<file path="src/rtl/mcg_pkg.sv">
// Shared types, constants and helper functions of the MIDI chord generator.
package mcg_pkg;

  localparam int NOTE_COUNT    = 128;
  localparam int KEY_W         = 7;
  localparam int STRIKE_W      = 7;
  localparam int CHAN_W        = 4;
  localparam int POSITION_BITS = 16;
  localparam int TYPE_W        = 3;
  localparam int CHORD_NOTES   = 4;
  localparam int SLOTS         = 2 * CHORD_NOTES;
  localparam int SLOT_W        = $clog2(SLOTS);
  localparam int IVL_W         = 4;
  localparam int GROUP_W       = 8;
  localparam int GROUPS        = NOTE_COUNT / GROUP_W;
  localparam int GROUP_IDX_W   = $clog2(GROUPS);
  localparam int GROUP_BIT_W   = $clog2(GROUP_W);
  // Packed stream fields, rounded up to whole bytes on the bus.
  localparam int FIELDS_W      = KEY_W + STRIKE_W + CHAN_W + POSITION_BITS;
  localparam int DATA_W        = ((FIELDS_W + 7) / 8) * 8;

  localparam logic OP_NOTE_ON  = 1'b0;
  localparam logic OP_NOTE_OFF = 1'b1;

  localparam logic [TYPE_W-1:0] CHORD_MAJOR     = 3'd0;
  localparam logic [TYPE_W-1:0] CHORD_MINOR     = 3'd1;
  localparam logic [TYPE_W-1:0] CHORD_SEVENTH   = 3'd2;
  localparam logic [TYPE_W-1:0] CHORD_MAJ_SEVEN = 3'd3;
  localparam logic [TYPE_W-1:0] CHORD_SUS4      = 3'd4;

  typedef logic [KEY_W-1:0]         key_t;
  typedef logic [STRIKE_W-1:0]      strike_t;
  typedef logic [CHAN_W-1:0]        chan_t;
  typedef logic [POSITION_BITS-1:0] pos_t;
  typedef logic [TYPE_W-1:0]        ctype_t;
  typedef logic [CHORD_NOTES-1:0][IVL_W-1:0] ivl_set_t;

  // One note event as it arrives on the input channel.
  typedef struct packed {
    logic    opcode;
    key_t    key;
    strike_t strike;
    chan_t   chan;
    pos_t    position;
  } evt_t;

  // All results caused by one event: slots 0..3 are note offs of the old
  // chord, slots 4..7 note ons of the new one; mask marks slots to send.
  typedef struct packed {
    logic [SLOTS-1:0] mask;
    key_t [SLOTS-1:0] keys;
    strike_t          strike;
    chan_t            chan;
    pos_t             position;
  } batch_t;

  // Interval set of a chord type; undefined codes fall back to major.
  function automatic ivl_set_t chord_intervals(input ctype_t t);
    ivl_set_t iv;
    case (t)
      CHORD_MAJOR:     iv = {4'd12, 4'd7, 4'd4, 4'd0};
      CHORD_MINOR:     iv = {4'd12, 4'd7, 4'd3, 4'd0};
      CHORD_SEVENTH:   iv = {4'd10, 4'd7, 4'd4, 4'd0};
      CHORD_MAJ_SEVEN: iv = {4'd11, 4'd7, 4'd4, 4'd0};
      CHORD_SUS4:      iv = {4'd12, 4'd7, 4'd5, 4'd0};
      default:         iv = {4'd12, 4'd7, 4'd4, 4'd0};
    endcase
    return iv;
  endfunction

  // Index of the lowest set bit of a slot mask (0 when the mask is empty).
  function automatic logic [SLOT_W-1:0] lowest_slot(input logic [SLOTS-1:0] m);
    logic [SLOT_W-1:0] idx;
    idx = '0;
    for (int i = SLOTS - 1; i >= 0; i--) begin
      if (m[i]) idx = SLOT_W'(i);
    end
    return idx;
  endfunction

endpackage

</file>
<file path="src/rtl/mcg_note_tracker.sv">
// Held-note map, chord state and chord-type register; builds the result batch of one event.
module mcg_note_tracker (
  input  logic                    clk,
  input  logic                    rst_n,
  input  logic                    cfg_wr_en,
  input  mcg_pkg::ctype_t         cfg_wr_data,
  input  mcg_pkg::evt_t           evt,
  input  logic                    commit,
  output mcg_pkg::batch_t         batch,
  output logic                    batch_nonempty
);
  import mcg_pkg::*;

  logic [NOTE_COUNT-1:0] held_map_r, held_map_nxt;
  logic                  chord_on_r, chord_on_nxt;
  key_t                  prev_root_r, prev_root_nxt;
  ctype_t                chord_type_r;

  logic [GROUPS-1:0]      grp_any;
  logic [GROUP_IDX_W-1:0] grp_idx;
  logic [GROUP_W-1:0]     grp_bits;
  logic [GROUP_BIT_W-1:0] bit_idx;
  key_t                   lowest;
  logic                   map_empty;
  logic [NOTE_COUNT-1:0]  key_onehot;
  logic                   empty_after;
  logic                   is_press;
  key_t                   root;
  logic                   new_chord;
  logic                   send_off;
  ivl_set_t               ivl;
  logic [KEY_W:0]         sum_off [CHORD_NOTES];
  logic [KEY_W:0]         sum_on  [CHORD_NOTES];

  // Lowest held key: first non-empty group of eight, then the bit inside it.
  always_comb begin
    for (int g = 0; g < GROUPS; g++) begin
      grp_any[g] = |held_map_r[g*GROUP_W +: GROUP_W];
    end
    grp_idx = '0;
    for (int g = GROUPS - 1; g >= 0; g--) begin
      if (grp_any[g]) grp_idx = GROUP_IDX_W'(g);
    end
    grp_bits = held_map_r[grp_idx*GROUP_W +: GROUP_W];
    bit_idx  = '0;
    for (int b = GROUP_W - 1; b >= 0; b--) begin
      if (grp_bits[b]) bit_idx = GROUP_BIT_W'(b);
    end
    lowest    = {grp_idx, bit_idx};
    map_empty = ~|grp_any;
  end

  always_comb begin
    key_onehot  = '0;
    key_onehot[evt.key] = 1'b1;
    empty_after = ~|(held_map_r & ~key_onehot);
    is_press    = (evt.opcode == OP_NOTE_ON) && (evt.strike != '0);
    if (map_empty || (evt.key < lowest)) begin
      root = evt.key;
    end else begin
      root = lowest;
    end
    new_chord = is_press && ((root != prev_root_r) || !chord_on_r);
    send_off  = chord_on_r && (new_chord || (!is_press && empty_after));
    ivl       = chord_intervals(chord_type_r);
  end

  always_comb begin
    for (int i = 0; i < CHORD_NOTES; i++) begin
      sum_off[i] = {1'b0, prev_root_r} + {{(KEY_W+1-IVL_W){1'b0}}, ivl[i]};
      sum_on[i]  = {1'b0, root} + {{(KEY_W+1-IVL_W){1'b0}}, ivl[i]};
      batch.keys[i]               = sum_off[i][KEY_W-1:0];
      batch.keys[i+CHORD_NOTES]   = sum_on[i][KEY_W-1:0];
      batch.mask[i]               = send_off && !sum_off[i][KEY_W];
      batch.mask[i+CHORD_NOTES]   = new_chord && !sum_on[i][KEY_W];
    end
    batch.strike   = evt.strike;
    batch.chan     = evt.chan;
    batch.position = evt.position;
    batch_nonempty = send_off || new_chord;
  end

  always_comb begin
    held_map_nxt  = held_map_r;
    chord_on_nxt  = chord_on_r;
    prev_root_nxt = prev_root_r;
    if (commit) begin
      if (is_press) begin
        held_map_nxt = held_map_r | key_onehot;
        if (new_chord) begin
          chord_on_nxt  = 1'b1;
          prev_root_nxt = root;
        end
      end else begin
        held_map_nxt = held_map_r & ~key_onehot;
        if (empty_after) chord_on_nxt = 1'b0;
      end
    end
  end

  always_ff @(posedge clk) begin
    if (!rst_n) begin
      held_map_r   <= '0;
      chord_on_r   <= 1'b0;
      prev_root_r  <= '0;
      chord_type_r <= CHORD_MAJOR;
    end else begin
      held_map_r  <= held_map_nxt;
      chord_on_r  <= chord_on_nxt;
      prev_root_r <= prev_root_nxt;
      if (cfg_wr_en) chord_type_r <= cfg_wr_data;
    end
  end

endmodule

</file>
<file path="src/rtl/mcg_result_seq.sv">
// Result batch register that sends the notes of one event one per cycle while out_ready is high.
module mcg_result_seq (
  input  logic                    clk,
  input  logic                    rst_n,
  input  logic                    load,
  input  mcg_pkg::batch_t         batch_in,
  output logic                    can_load,
  output logic                    out_valid,
  input  logic                    out_ready,
  output logic                    out_is_on,
  output mcg_pkg::key_t           out_key,
  output mcg_pkg::strike_t        out_strike,
  output mcg_pkg::chan_t          out_chan,
  output mcg_pkg::pos_t           out_position,
  output logic                    out_last
);
  import mcg_pkg::*;

  logic [SLOTS-1:0] mask_r, mask_nxt;
  batch_t           data_r;
  logic [SLOT_W-1:0] idx;
  logic [SLOTS-1:0] idx_onehot;
  logic             pop;

  always_comb begin
    idx        = lowest_slot(mask_r);
    idx_onehot = '0;
    idx_onehot[idx] = 1'b1;
    out_valid    = |mask_r;
    out_last     = ~|(mask_r & ~idx_onehot);
    out_is_on    = idx[SLOT_W-1];
    out_key      = data_r.keys[idx];
    out_strike   = idx[SLOT_W-1] ? data_r.strike : '0;
    out_chan     = data_r.chan;
    out_position = data_r.position;
    pop          = out_valid && out_ready;
    can_load     = !out_valid || (pop && out_last);
    mask_nxt     = pop ? (mask_r & ~idx_onehot) : mask_r;
    if (load) mask_nxt = batch_in.mask;
  end

  always_ff @(posedge clk) begin
    if (!rst_n) begin
      mask_r <= '0;
    end else begin
      mask_r <= mask_nxt;
    end
  end

  always_ff @(posedge clk) begin
    if (load) data_r <= batch_in;
  end

endmodule

</file>
<file path="src/rtl/midi_chord_generator.sv">
// Top level of the MIDI chord generator: input register, note tracker and result sequencer.
//
// Usage: each input transaction is one note event. A note on (nonzero
// strike) adds its key to the held set; a note off, or a note on with zero
// strike, removes it. The chord root is the lowest held key. When the root
// changes, or no chord sounds yet, the block sends note offs for the old
// four-note chord and then note ons for the new one; releasing the last held
// key sends the note offs. Chord notes above 127 are skipped. One event
// causes zero to eight result transactions, tlast marking the final one.
// The user writes the chord type through cfg_wr_en/cfg_wr_data only while idle; the block does not enforce it.
// An event is registered at the input and processed by the note tracker; its
// batch is then registered in the result sequencer, which sends the results.
// Throughput: events that cause no result are taken every cycle; an event
// with N results holds the result register until all N are taken, and
// the next event's batch is loaded in the cycle the last one is taken.
// Reset clears the held set, the sounding flag, the root and selects major.
// When the receiver stalls, the current result holds steady on out_tdata;
// one further event waits in the input register, then in_tready drops.
module midi_chord_generator (
  input  logic                          clk,
  input  logic                          rst_n,
  input  logic                          cfg_wr_en,
  input  logic [mcg_pkg::TYPE_W-1:0]    cfg_wr_data,   // chord_type
  input  logic                          in_tvalid,
  output logic                          in_tready,
  input  logic [mcg_pkg::DATA_W-1:0]    in_tdata,      // key, strike, chan, position
  input  logic                          in_tuser,      // opcode
  output logic                          out_tvalid,
  input  logic                          out_tready,
  output logic [mcg_pkg::DATA_W-1:0]    out_tdata,     // out_key, out_strike, out_chan, out_position
  output logic                          out_tuser,     // is_on
  output logic                          out_tlast      // last
);
  import mcg_pkg::*;

  logic   in_valid_r;
  evt_t   evt_r;
  evt_t   evt_in;
  batch_t batch;
  logic   batch_nonempty;
  logic   can_load;
  logic   fire;
  logic   load;
  key_t    o_key;
  strike_t o_strike;
  chan_t   o_chan;
  pos_t    o_position;

  // Unpack the incoming transaction: key in the lowest bits, then strike,
  // chan and position.
  always_comb begin
    evt_in.opcode   = in_tuser;
    evt_in.key      = in_tdata[KEY_W-1:0];
    evt_in.strike   = in_tdata[KEY_W +: STRIKE_W];
    evt_in.chan     = in_tdata[KEY_W+STRIKE_W +: CHAN_W];
    evt_in.position = in_tdata[KEY_W+STRIKE_W+CHAN_W +: POSITION_BITS];
  end

  // The registered event is processed when it causes no results, or when the
  // sequencer can take its batch in this cycle.
  assign fire      = in_valid_r && (!batch_nonempty || can_load);
  assign load      = fire && batch_nonempty;
  assign in_tready = !in_valid_r || fire;

  always_ff @(posedge clk) begin
    if (!rst_n) begin
      in_valid_r <= 1'b0;
    end else if (in_tready) begin
      in_valid_r <= in_tvalid;
    end
  end

  always_ff @(posedge clk) begin
    if (in_tready && in_tvalid) evt_r <= evt_in;
  end

  mcg_note_tracker u_tracker (
    .clk            (clk),
    .rst_n          (rst_n),
    .cfg_wr_en      (cfg_wr_en),
    .cfg_wr_data    (cfg_wr_data),
    .evt            (evt_r),
    .commit         (fire),
    .batch          (batch),
    .batch_nonempty (batch_nonempty)
  );

  mcg_result_seq u_seq (
    .clk          (clk),
    .rst_n        (rst_n),
    .load         (load),
    .batch_in     (batch),
    .can_load     (can_load),
    .out_valid    (out_tvalid),
    .out_ready    (out_tready),
    .out_is_on    (out_tuser),
    .out_key      (o_key),
    .out_strike   (o_strike),
    .out_chan     (o_chan),
    .out_position (o_position),
    .out_last     (out_tlast)
  );

  // Pack the result the same way as the input, zero-filled to whole bytes.
  assign out_tdata = {{(DATA_W-KEY_W-STRIKE_W-CHAN_W-POSITION_BITS){1'b0}},
                      o_position, o_chan, o_strike, o_key};

endmodule

</file>
<file path="config.mk">
export PLATFORM = sky130hd
export DESIGN_NAME = midi_chord_generator
export DESIGN_NICKNAME = d
export VERILOG_FILES = /design/src/rtl/mcg_pkg.sv /design/src/rtl/mcg_note_tracker.sv /design/src/rtl/mcg_result_seq.sv /design/src/rtl/midi_chord_generator.sv
export SDC_FILE = /design/constraint.sdc
export NUM_CORES = 1
export LEC_CHECK = 0
export BUFFER_PORTS_ARGS = -buffer_cell sky130_fd_sc_hd__buf_4
export CORE_ASPECT_RATIO = 1.4
export CORE_UTILIZATION = 55
export DETAILED_ROUTE_END_ITERATION = 8
export PLACE_DENSITY = 0.73
export SYNTH_ARGS = -nofsm -noshare
export SYNTH_HDL_FRONTEND = slang
export SYNTH_SLANG_ARGS = --single-unit
</file>
<file path="constraint.sdc">
create_clock -name clk -period 20.5 [get_ports clk]
set_input_delay 3.075 -clock clk [delete_from_list [all_inputs] [get_ports clk]]
set_output_delay 3.075 -clock clk [all_outputs]
set_load 0.05 [all_outputs]
</file>
# [Word level (Yosys, flattened, before mapping)]
# Cells that the tools add are included.
[word_totals] ff_bits=266 input_bits=49 out_inout_bits=44 wordCells=162
[op_classes] n_addsub=8 order_cmp=5 eq_ne=7 shift=1 muxes=47 bitwise_logic=6 reduce_logical=66
[op_table] operator="128-bit OR reduction" n=2
[op_table] operator="8-bit OR reduction" n=18
[op_table] operator="128-bit AND" n=1
[op_table] operator="128-bit two-way mux" n=1
[op_table] operator="128-bit NOT" n=1
[op_table] operator="128-bit OR" n=1
[op_table] operator="128-bit by 8-bit variable part select with 8-bit output" n=1
[op_table] operator="7-bit by 4-bit adder with 8-bit output" n=8
[op_table] operator="4-bit two-way mux" n=16
[op_table] operator="15-bit one-hot mux with 4 select lines" n=1
[op_table] operator="3-bit two-way mux" n=16
[op_table] operator="7-bit binary-select mux with 3-bit select" n=1
[op_table] operator="7-bit two-way mux" n=3
[op_table] operator="1-bit logical AND" n=19
[op_table] operator="1-bit zero test" n=16
[op_table] operator="8-bit two-way mux" n=2
[op_table] operator="8-bit AND" n=1
[op_table] operator="7-bit by 8-bit < comparator with 1-bit output (second input constant)" n=1
[op_table] operator="8-bit NOT" n=1
[op_table] operator="1-bit demux with 7-bit select" n=1
[op_table] operator="7-bit by 1-bit greater-or-equal comparator with 1-bit output (second input constant)" n=1
[op_table] operator="1-bit logical OR" n=7
[op_table] operator="7-bit < comparator" n=1
[op_table] operator="7-bit inequality test" n=1
[op_table] operator="13 further kinds" n=19

# [Logic depth before layout (Yosys ltp)]
# Gate-level depths: netlist (run 1).
[logic_depth] ltp_word=40 mapped_depth=28 depth_no_buf=26

# [Cells and area by module]
# A second synthesis (run 1) with hierarchy kept.
[hier_totals] cells_unflattened=1671 area_unflattened_um2=14666.6
[modules_own_cells] mod="mcg_note_tracker" n_inst=1 cells_per_inst=1370 area_each_um2=9759.4 seq_area_each_um2=2782.7
[modules_own_cells] mod="mcg_result_seq" n_inst=1 cells_per_inst=251 area_each_um2=3724.8 seq_area_each_um2=2652.5
[modules_own_cells] mod="midi_chord_generator" n_inst=1 cells_per_inst=50 area_each_um2=1182.4 seq_area_each_um2=1071.0

# [Worst setup path before layout (run 1)]
# No wires, ideal clock.
[synth_path] path_type="register -> register" start="register with a tool-made name" end="register u_seq.data_r[20] in the netlist's numbering, enable pin" setup_time_ns=0.535 arrival_time_ns=8.773 required_time_ns=19.965 setup_slack_ns=11.192 path_stages_with_launch=23 path_buffers=1 period_less_slack_ns=9.308 cell_sequence="dfxtp_1 or4_1 a211oi_1 o211ai_1 a211o_2 nand2_4 buf_6 mux2_1 a221oi_2 nand4_1 o31ai_1 ha_1 o21ai_0 nor2b_1 nor2_1 a21boi_1 nor2_1 o32ai_1 and2_1 a2111oi_4 a21oi_1 nor2_1 nor2b_1"
[synth_rtl] item="to (signal assigned)" line="mcg_result_seq.sv:51" text="if (load) data_r <= batch_in;"
[synth_rtl] item="to (decl)" line="mcg_result_seq.sv:20" text="batch_t data_r;"

==> results of run 1 <==
-- power by group --
group	leakage [nW]	switching (mW)	internal [mW]
combinational	2.80	0.182	0.0772
sequential	2.30	0.0116	0.577
clock	0.428	0.216	0.274
-- per-layer routing --
| layer | up-vias | GRT usage | routed length [um] |
|---|---|---|---|
| met5 | - | 0 | 0 |
| met4 | 0 | 0.281 | 4320 |
| met1 | 6519 | 0.448 | 19300 |
| met3 | 210 | 0.0578 | 4030 |
| met2 | 748 | 0.653 | 25800 |
| li1 | 5958 | - | - |
-- final cells by class --
class,count,area (um2)
Multi-Input combinational cell,1037,7350
Tap cell,324,405
Fill cell,2256,10200
Inverter,43,164
Timing Repair Buffer,108,811
Clock buffer,33,749
Sequential cell,266,6510
Clock inverter,15,126
-- worst max-delay path: stages (launching register included) --
cell	delay [ns]
dfxtp_1	0.44
nor4_1	1.21
nand4_1	0.35
o211ai_2	0.36
a21oi_4	0.20
nor2_2	0.41
buf_4	0.38
mux2_2	0.37
a221oi_1	0.29
o21ai_1	0.25
o311ai_0	0.72
ha_1	0.38
a211o_1	0.26
a21oi_1	0.15
nand3_1	0.12
a21boi_1	0.40
o21ai_0	0.16
o22ai_1	0.72
xor2_1	0.25
nor3_2	0.40
a21oi_1	0.15
nor2_1	0.31
or2_2	0.19
buf_4	0.19
-- worst paths after layout --
kind / startpoint / slack [ns] / to
worst max register to register: flip-flop / 10.58 / flip-flop
worst min register to register: evt_r[8] / 0.42 / u_seq.out_position[8]
worst min-delay path: evt_r[8] / 0.42 / u_seq.out_position[8]
worst max-delay path: flip-flop / 8.21 / in_tready
-- cell families (layout without fill, tap and decap cells) --
kind of cell | count (synthesis) | in the layout
DFF | 266 | 266
muxes | 39 | 39
buffers and inverters | 214 | 199
adders and majority gates | 24 | 24
other | 1 | 6
xor gates and xnor gates | 33 | 33
and+or+nand+nor | 344 | 344
AOI/OAI and AO/OA | 591 | 591
-- per-stage QoR --
stage / cell area (um2) / util / total power [mW] / worst slack [ns] / instances
3_3_place_gp: 15200 / 0.579 / 0.849 / 9.26 / 1778
3_5_place_dp: 15200 / 0.579 / 0.856 / 9.24 / 1778
4_1_cts: 16100 / 0.613 / 1.34 / 8.64 / 1826
6_report: 16100 / 0.613 / 1.34 / 8.21 / 1826
2_1_floorplan: 14800 / - / 0.785 / 11.19 / 1517
5_1_grt: 16100 / 0.613 / 1.38 / 7.65 / 1826
-- cells in the final DEF (no fill, tap or decap), types with 28 or more instances in the layout --
| master | Yosys | final |
|---|---|---|
| a21oi_1 | 47 | 47 |
| buf_4 | 29 | 108 |
| clkbuf_16 | 0 | 28 |
| dfxtp_1 | 148 | 148 |
| edfxtp_1 | 118 | 118 |
| inv_1 | 38 | 38 |
| nand2_1 | 62 | 61 |
| nand3_1 | 34 | 33 |
| nand4_1 | 52 | 52 |
| nor2_1 | 56 | 56 |
| nor4_1 | 34 | 32 |
| o21ai_0 | 154 | 154 |
| o311ai_0 | 30 | 30 |
| o311ai_1 | 102 | 102 |
| o31ai_1 | 134 | 134 |
==> run summary, run 1 <==
The average instance in the mapped netlist occupies 9.80 um2. In the routed design, unresolved DRC markers number 0. The worst register-to-register path has a depth of 23. The analysis attributes to cell leakage a power of 5.53 nW.

The setup violation total in the final timing report is 0, and the xor/xnor cell area share of the yosys netlist is 0.0195. The number of global-route vias before repair is 12.5k. The cell sitting at the root of the clock tree is a clkbuf_16. After detailed routing, the average wire length per cell comes to 29.3 um. The run gives 0 as the number of antenna violations at the first check in global routing. The core region is 26,300 um2.

The final cycle utilization of the critical path came out at 0.600. The startpoint type of the worst setup path is a flip-flop. The die is 141 um wide. Max-slew violation count: 0. The logs give 0.0486 for the worst max-slew margin expressed relative to the limit and 0 for the number of buffers inserted to repair setup after CTS.

The fraction of synthesis flops using an asynchronous set or reset pin came out at 0. The via density per instance came out at 7.36. The post-detailed-routing wire length came out at 53,400 um. The post-synthesis compound-gate area fraction is 0.284.

Along the worst path, the maximum fanout reaches 16. Post-synthesis share of cell area spent on and, or, nand and nor gates: 0.130. The synthesized netlist contains 92 unique library cells. The final clock skew is 0.0120 ns. For the reported max-cap violation count, the log shows 0.

The flow ran to the end, and the final reports show no timing, DRC or antenna violations. Counting instances, the worst hold path has a depth of 0. The setup total negative slack came out at 0 ns. Detailed routing inserted a total of 13.4k vias. The number of hold buffers added after CTS was 0. The worst setup path is captured at an output pin. For this run, the leading register cell type out of synthesis is dfxtp_1.

The final antenna diode count is 0, and the share of the synthesized area in the top cell type is 0.239. Maximum operating frequency: 81.3 MHz. Pin placement for this block handled 93 I/O pins. The run gives 0 as the number of endpoints with negative hold slack in the final report. The synthesized-area fraction occupied by adder cells is 0.0223. After synthesis, the most frequently instantiated cells are o21ai_0 (154), dfxtp_1 (148), o31ai_1 (134). By area the synthesized netlist is led by edfxtp_1 (24%), dfxtp_1 (20%), o31ai_1 (6.8%).

Setup repair after global routing left no endpoint under its margin. The classification of the worst-slack hold path is reg2reg. At the later pin of the worst-skew pair, clock insertion delay measures 0.55 ns.

The multiplexer share of the synthesized area is 0.0346. TritonCTS built the clock tree. Yosys printed 0 warnings. For the maximum level of the CTS H-tree, the log shows 1. Input and output buffers added on the ports amount to 80.

Hold is met by 0.417 ns. Routability-driven placement finished with a final weighted congestion of 1.01. Post-CTS repair changed the size of 0 cells.

The arrival time of data at the critical path endpoint is 9.22 ns, and the number of synthesized register bits is 266. The run gives 5 as the number of iterations in the first detailed-routing pass. For this design, the sink count on the clock tree is 266.

For the worst setup path, the data required time is 17.43 ns. After the first detailed-routing iteration, the DRC count stood at 1,399. For the pin with the worst max-slew slack, the measured transition is 1.41 ns. The first global-routing pass estimated 79,800 um of wire.

The cell area after synthesis was 14,800 um2; the global router's overall resource usage was 0.387. Buffers inserted during clock tree synthesis total 26. After technology mapping, the gate count stands at 1,512. The fraction of final layout cells sized beyond drive strength 1 was 0.140.

The half-perimeter wire length of the detailed placement result is 37,200 um. After global routing the overflow that remains totals 0. The run gives 3 as the number of buffers on the longest clock path.

Power spread over the standard cell area amounts to 83.0 nW/um2. The logs give 0.439 for the sequential cell area fraction in the yosys report and 79 for the pin count of the biggest net entering global routing. The synthesized design contains 118 enable-type register cells.

The area growth from synthesis to layout is 8.71%. Among all cell types in the netlist, the one instantiated most often is o21ai_0. Largest family of logic cells by synthesized area: compound AO/OA/AOI/OAI gates.

The count of nets after finishing is 1,555. The number of rows created at floorplan came out at 70. The leading area contributor after synthesis is edfxtp_1. The starting density of the core was 0.564; the peak ir drop on the vdd network was 0.0000644 V. The count of nets left with antenna violations once routing finished came out at 0.

After clock tree synthesis, the clock-pin slew on the worst setup and hold paths is 0.07 ns. Type of the setup path with the least slack: reg2out. The die is 196 um tall.

The die covers 27,600 um2. Counting I/O delays and the setup requirement, the final critical path takes 12.29 ns.
No activity file was read; power rests on OpenSTA's default activity.
==> run 2, diff against run 1 <==
--- a/config.mk
+++ b/config.mk
@@ -9,7 +9,7 @@
 export CORE_ASPECT_RATIO = 1.4
 export CORE_UTILIZATION = 55
 export DETAILED_ROUTE_END_ITERATION = 8
-export PLACE_DENSITY = 0.73
+export PLACE_DENSITY = 0.76
 export SYNTH_ARGS = -nofsm -noshare
 export SYNTH_HDL_FRONTEND = slang
 export SYNTH_SLANG_ARGS = --single-unit
==> constraint.sdc (replaced) <==
create_clock -name clk -period 10.05 [get_ports clk]
set_input_delay 1.5075 -clock clk [delete_from_list [all_inputs] [get_ports clk]]
set_output_delay 1.5075 -clock clk [all_outputs]
set_load 0.05 [all_outputs]
==> run 2 against run 1 <==
  * Critical path depth up 1
  * Global-route usage about the same
  * Largest cell class unchanged
  * Combinational power up 110%
  * Worst setup slack worse by 7.7 ns
  * Sequential cell count unchanged
  * Core utilization up 0.64 points
  * Clock power up 100%
  * First-iteration DRC count down 6.1%
  * Critical endpoint unchanged
  * Register-to-register slack worse by 8.9 ns
==> run summary, run 2 (synthesized netlist as in run 1, its figures left out) <==
The top-level I/O count was 93 (unchanged). The pin count of the biggest net entering global routing is 87 (+10%). The logs give 0.0222 ns (+0.0102 ns) for the final clock skew and 0 (unchanged) for the final antenna diode count. Count of unresolved DRC violations after routing: 0 (unchanged).

The number of cells on the worst reg-to-reg path was 25 (+8.7%). The leftover overflow at the end of global routing was 0 (unchanged). The global placement routability congestion is 1.02 (+0.88%), and the minimum clock period after layout is 9.59 ns. The worst setup path is captured at an output pin. Via density per instance: 7.30 (-0.82%). For the global router's overall resource usage, the log shows 0.387 (about the same). The die footprint was 27,600 um2 (unchanged). The height of the die is 196 um (unchanged), and the fill cell total of the finished layout is 2,232 (-1.1%).

Arrival time of data at the critical path endpoint: 8.08 ns (-1.14 ns). For the reported max-cap violation count, the log shows 0 (unchanged). The area used by sequential logic in the layout is 6510 um2 (unchanged).

For the final worst hold slack, the log shows 0.421 ns (+0.00321 ns). The count of nets after finishing was 1,577 (+1.4%); the leakage power total was 5.62 nW (+1.6%). Setup repair after global routing left no endpoint under its margin.

For the number of cells in the design after placement, the log shows 1,799 (+1.2%). The tools report the setup total negative slack as 0 ns (unchanged). The post-detailed-routing wire length is 53,300 um (-0.22%), and the number of antenna violations at the first check in global routing is 0 (unchanged). The fraction of final layout cells sized beyond drive strength 1 works out to 0.146 (+0.00586). The placeable core region was 26,300 um2 (unchanged); the maximum level of the CTS H-tree was 1 (unchanged). The power density over cell area works out to 168 nW/um2 (+100%). TritonCTS built the clock tree. The run gives 7 (+2) as the number of iterations in the first detailed-routing pass. The tools report the max-slew violation count as 0 (unchanged). Endpoint required time on the critical path: 8.54 ns (-8.89 ns).

The run gives 13.5k (+0.37%) as the total via count after detailed routing. The run gives 7350 um2 (about the same) as the area of the multi-input gates. For the remaining antenna violation count after routing, the log shows 0 (unchanged). Clock slew at the register clock pins of the worst setup and hold paths: 0.06 ns (about the same). The number of buffers on the longest clock path was 3 (unchanged); the peak ir drop on the vdd network was 0.000147 V (+130%). Number of rows created at floorplan: 70 (unchanged). The half-perimeter wire length of the detailed placement result was 37,300 um (+0.27%). Timing would allow up to 104 MHz.

The post-route total power was 2.73 mW (+100%); the first-pass GRT wire length was 79,400 um (-0.54%). The quantity of I/O buffers inserted on ports is 80 (unchanged). Compared with the post-synthesis result, the final layout area differs by 9.85%. The endpoint of the worst hold-timing path was u_seq.out_position[13].

The number of cells on the worst hold path works out to 0 (unchanged). The clock insertion delay at the later pin of the skew report came out at 0.55 ns (about the same). The classification of the worst-slack hold path was reg2reg. The starting density of the core came out at 0.564 (unchanged). The number of buffers inserted to repair setup after CTS is 0 (unchanged), and the final cell utilization of the core is 0.620 (+0.00643). The internal reg-to-reg setup slack came out at 1.68 ns (-8.90 ns). The run finished with clean final reports. The run gives 1,314 (-6.1%) as the initial DRC count. Clock tree synthesis selected as its root buffer the cell clkbuf_16. Number of buffers created by CTS: 27 (+3.8%). The worst setup path is launched from a flip-flop. Clock net sink count: 266 (unchanged). The final cell count without fillers is 1,848 (+1.2%), and the worst max-slew margin expressed relative to the limit is 0.224 (+0.175).

The detailed-route wire length per cell came out at 28.9 um (-1.4%). The actual slew at the worst max-slew pin works out to 1.16 ns (-0.253 ns). The worst hold path begins at evt_r[13].

The die extent in x works out to 141 um (unchanged). Leaving out fill and tap cells, the most frequent cells in the layout are o21ai_0 (154), dfxtp_1 (148), o31ai_1 (134), buf_4 (126), edfxtp_1 (118). The setup violation total in the final timing report came out at 0 (unchanged).

The critical path in this run is classified as reg2out. The maximum fanout encountered on the critical timing path was 17 (+1); the number of global-route vias before repair was 12.8k (+1.9%). The final cycle utilization of the critical path was 0.954.

The library cell used most frequently in the layout, excluding fill and tap cells, is o21ai_0. The number of endpoints with negative hold slack in the final report came out at 0 (unchanged).
## run 2: cell types whose count changed in the layout (fill, tap and decap cells not counted), sizes merged
| cell | change |
|---|---|
| buf | +21 |
| bufinv | +1 |
| clkbuf | +1 |
| clkinv | -1 |
## run 2: critical path, stage by stage (launching register included)
cell and delay [ns]:
dfxtp_1 0.39, nor4_2 0.78, nand4_1 0.45, a21oi_1 0.30, a211o_2 0.22, nand2_4 0.15
inv_2 0.35, o211ai_1 0.17, a311oi_1 0.30, o21ai_1 0.23, o311ai_0 0.77, ha_1 0.38
a211o_1 0.26, a21oi_1 0.16, nand3_1 0.12, a21boi_1 0.38, o31a_2 0.33, nor3_2 0.08
a21oi_4 0.25, inv_4 0.11, a2111oi_4 0.46, a21oi_1 0.15, nor2_1 0.34, or2_2 0.19
buf_4 0.19
## run 2: layout make-up
| type | count | share of cell area |
|---|---|---|
| timing repair buffer | 129 | 0.0618 |
| inverter | 43 | 0.0101 |
| sequential | 266 | 0.400 |
| multi-input combinational | 1037 | 0.451 |
| clock inverter | 15 | 0.00884 |
| tap | 324 | 0.0249 |
| clock buffer | 34 | 0.0437 |
## run 2: metal layers
metal / track usage / part of all wire
met1: 0.442 / 0.36
met5: 0 / 0
met3: 0.0639 / 0.076
met4: 0.275 / 0.080
met2: 0.659 / 0.49
## run 2: power breakdown
| part | leakage, nW | switching, mW | total (mW) | internal [mW] |
|---|---|---|---|---|
| Clock | 0.410 | 0.433 | 0.989 | 0.556 |
| Combinational | 2.91 | 0.373 | 0.543 | 0.169 |
| Sequential | 2.30 | 0.0238 | 1.20 | 1.18 |
## run 2: per-stage QoR
stage / setup WS, ns / area [um2]
floorplan: 0.742 / 14800
global placement: 1.18 / 15400
detailed placement: 1.20 / 15400
CTS: 0.579 / 16300
global route: 0.151 / 16300
finish: 0.463 / 16300
## run 2: what timing repair did
action,4_1_cts,5_1_grt
resized for setup,0,2
hold buffers,0,0
endpoints found under the setup margin,0,1
## run 2: worst max-delay path by stage
| stage | to |
|---|---|
| 2_1_floorplan | u_seq.data_r[20] |
| 3_3_place_gp | in_tready |
| 3_5_place_dp | in_tready |
| 4_1_cts | in_tready |
| 5_1_grt | in_tready |
| 6_report | in_tready |
==> run 3, diff against run 2 <==
--- a/config.mk
+++ b/config.mk
@@ -9,7 +9,7 @@
 export CORE_ASPECT_RATIO = 1.4
 export CORE_UTILIZATION = 55
 export DETAILED_ROUTE_END_ITERATION = 8
-export PLACE_DENSITY = 0.76
+export PLACE_DENSITY = 0.73
 export SYNTH_ARGS = -nofsm -noshare
 export SYNTH_HDL_FRONTEND = slang
 export SYNTH_SLANG_ARGS = --single-unit
==> constraint.sdc (replaced) <==
create_clock -name clk -period 10.9 [get_ports clk]
set_input_delay 2.725 -clock clk [delete_from_list [all_inputs] [get_ports clk]]
set_output_delay 2.725 -clock clk [all_outputs]
set_load 0.05 [all_outputs]
==> run 3 against run 2 <==
  * Clock-buffer cell count rose by 1
  * Worst setup slack lost 0.13 ns
  * Core utilization is 0.12 points lower
  * Critical path type unchanged
==> run summary, run 3 (synthesized netlist as in run 1, its figures left out) <==
Global placement routability congestion: 1.05 (+2.4%). Broken down by cell family, the worst path's largest delay share belongs to compound AO/OA/AOI/OAI gates. The tools report the clock net sink count as 266 (unchanged). The reported max-cap violation count is 0 (unchanged), and the clock slew at the register clock pins of the worst setup and hold paths is 0.06 ns (about the same). The total via count after detailed routing is 13.6k (+0.93%), and the max-slew violation count is 0 (unchanged). The buffer and inverter count on the worst path was 4 (+1). STA classifies the critical path startpoint as a flip-flop. Starting density of the core: 0.564 (unchanged). The worst setup path is captured at an output pin. The final cycle utilization of the critical path is 0.970. The run gives 93 (unchanged) as the top-level I/O count. TritonCTS built the clock tree. The pin count of the biggest net entering global routing is 138 (+59%), and the number of global-route vias before repair is 13.1k (+2.2%). The area of the multi-input gates is 7350 um2 (+0.10%). The final clock skew was 0.0210 ns (-0.00118 ns). The minimum clock period after layout came out at 10.57 ns.

Setup repair after global routing left no endpoint under its margin. The leakage power total came out at 5.60 nW (-0.39%). The die footprint is 27,600 um2 (unchanged), and the post-route total power is 2.56 mW (-6.2%). The run gives 70 (unchanged) as the number of rows created at floorplan. Number of iterations in the first detailed-routing pass: 8 (+1). The detailed-route wire length per cell was 29.3 um (+1.6%); the finished layout cell area was 16,300 um2 (-0.20%). Remaining antenna violation count after routing: 0 (unchanged). The number of antenna violations at the first check in global routing is 0 (unchanged), and the power density over cell area is 158 nW/um2 (-6.0%).

The run gives 1,787 (-0.67%) as the number of cells in the design after placement. The fraction of final layout cells sized beyond drive strength 1 is 0.142 (-0.00404), and the fill cell total of the finished layout is 2,214 (-0.81%). The tools report the leftover overflow at the end of global routing as 0 (unchanged). The master of the slowest instance on the critical path was nor4_1.

For the area used by sequential logic in the layout, the log shows 6510 um2 (unchanged). The tools report the maximum level of the CTS H-tree as 1 (unchanged). The tools report the half-perimeter wire length of the detailed placement result as 37,200 um (-0.13%).

The tree is rooted in a clkbuf_16. The quantity of I/O buffers inserted on ports was 80 (unchanged). First-pass GRT wire length: 80,800 um (+1.8%). The endpoint required time on the critical path was 8.18 ns (-0.36 ns). The path class of the tightest hold or removal check is reg2reg. The arrival time of data at the critical path endpoint is 7.84 ns (-0.24 ns), and the count of nets after finishing is 1,564 (-0.82%). The global router's overall resource usage came out at 0.391 (+0.00366). The logs give 0 (unchanged) for the number of endpoints with negative hold slack in the final report and 15,300 um2 (-0.58%) for the area after detailed placement. Commonest non-fill, non-tap cell in the layout: o21ai_0. The final worst hold slack came out at 0.418 ns (-0.00308 ns). The area added between synthesis and finish came out at 9.63%. The placeable core region came out at 26,300 um2 (unchanged). The setup violation total in the final timing report is 0 (unchanged), and the via density per instance is 7.42 (+1.6%).

The count of unresolved DRC violations after routing is 0 (unchanged). The flow ran to the end, and the final reports show no timing, DRC or antenna violations. The maximum single-stage delay on the critical path was 0.81 ns (+0.03 ns); the initial DRC count was 1,512 (+15%). The number of buffers on the longest clock path is 3 (unchanged), and the maximum fanout encountered on the critical timing path is 16 (-1).

The setup total negative slack is 0 ns (unchanged), and the final cell count without fillers is 1,835 (-0.70%). The run gives 0.250 (+0.0265) as the worst max-slew margin expressed relative to the limit. Type of the setup path with the least slack: reg2out. The peak ir drop on the vdd network was 0.000125 V (-15%); the number of buffers created by CTS was 26 (-3.7%).

The actual slew at the worst max-slew pin is 1.11 ns (-0.0483 ns), and the maximum operating frequency is 94.6 MHz. The height of the die was 196 um (unchanged); the clock insertion delay at the later pin of the skew report was 0.56 ns (about the same). The top cell types in the final layout, fill and taps aside, are o21ai_0 (154), dfxtp_1 (148), o31ai_1 (134), edfxtp_1 (118), buf_4 (114). The final antenna diode count was 0 (unchanged). The die extent in x was 141 um (unchanged); the number of buffers inserted to repair setup after CTS was 0 (unchanged). For the post-detailed-routing wire length, the log shows 53,800 um (+0.88%). The most common cell type on the critical path was a21oi_1.
-- run 3: worst paths after layout --
kind                  start                end  slack (ns)  depth (start not counted)
hold / removal    evt_r[19]  u_seq.out_chan[3]        0.42                          0
setup / recovery  flip-flop          in_tready        0.33                         25
setup reg to reg  flip-flop          flip-flop        2.48                         26
hold reg to reg   evt_r[19]  u_seq.out_chan[3]        0.42                          0
-- run 3: area by class of cell --
class / instances / area share
well taps: 324 / 0.0249
inverters: 43 / 0.0101
flip-flops and latches: 266 / 0.400
clock inverters: 13 / 0.0102
multi-input cells: 1037 / 0.452
clock buffers: 35 / 0.0455
repair buffers: 117 / 0.0564
-- run 3: routing by layer --
layer  track usage  up-vias  part of all wire
met3        0.0664      272             0.076
met5             0        -                 0
met1         0.441     6512              0.35
met2         0.656      857              0.48
met4         0.308        0             0.092
li1              -     5969                 -
-- run 3: what timing repair did --
item	in CTS	in global routing
gates resized for setup	0	3
hold buffers	0	0
endpoints found under the setup margin	0	1
hold endpoints to repair	0	0
-- run 3: report_power, final --
group | switching [mW] | internal [mW]
Clock | 0.384 | 0.570
Sequential | 0.0220 | 1.09
Combinational | 0.347 | 0.155
Total | 0.753 | 1.81
-- run 3: through the flow --
step	setup slack, ns	utilization
floorplan	1.59	-
global route	0.0358	0.618
detailed placement	1.14	0.583
CTS	0.550	0.618
global placement	1.24	0.583
finish	0.331	0.618
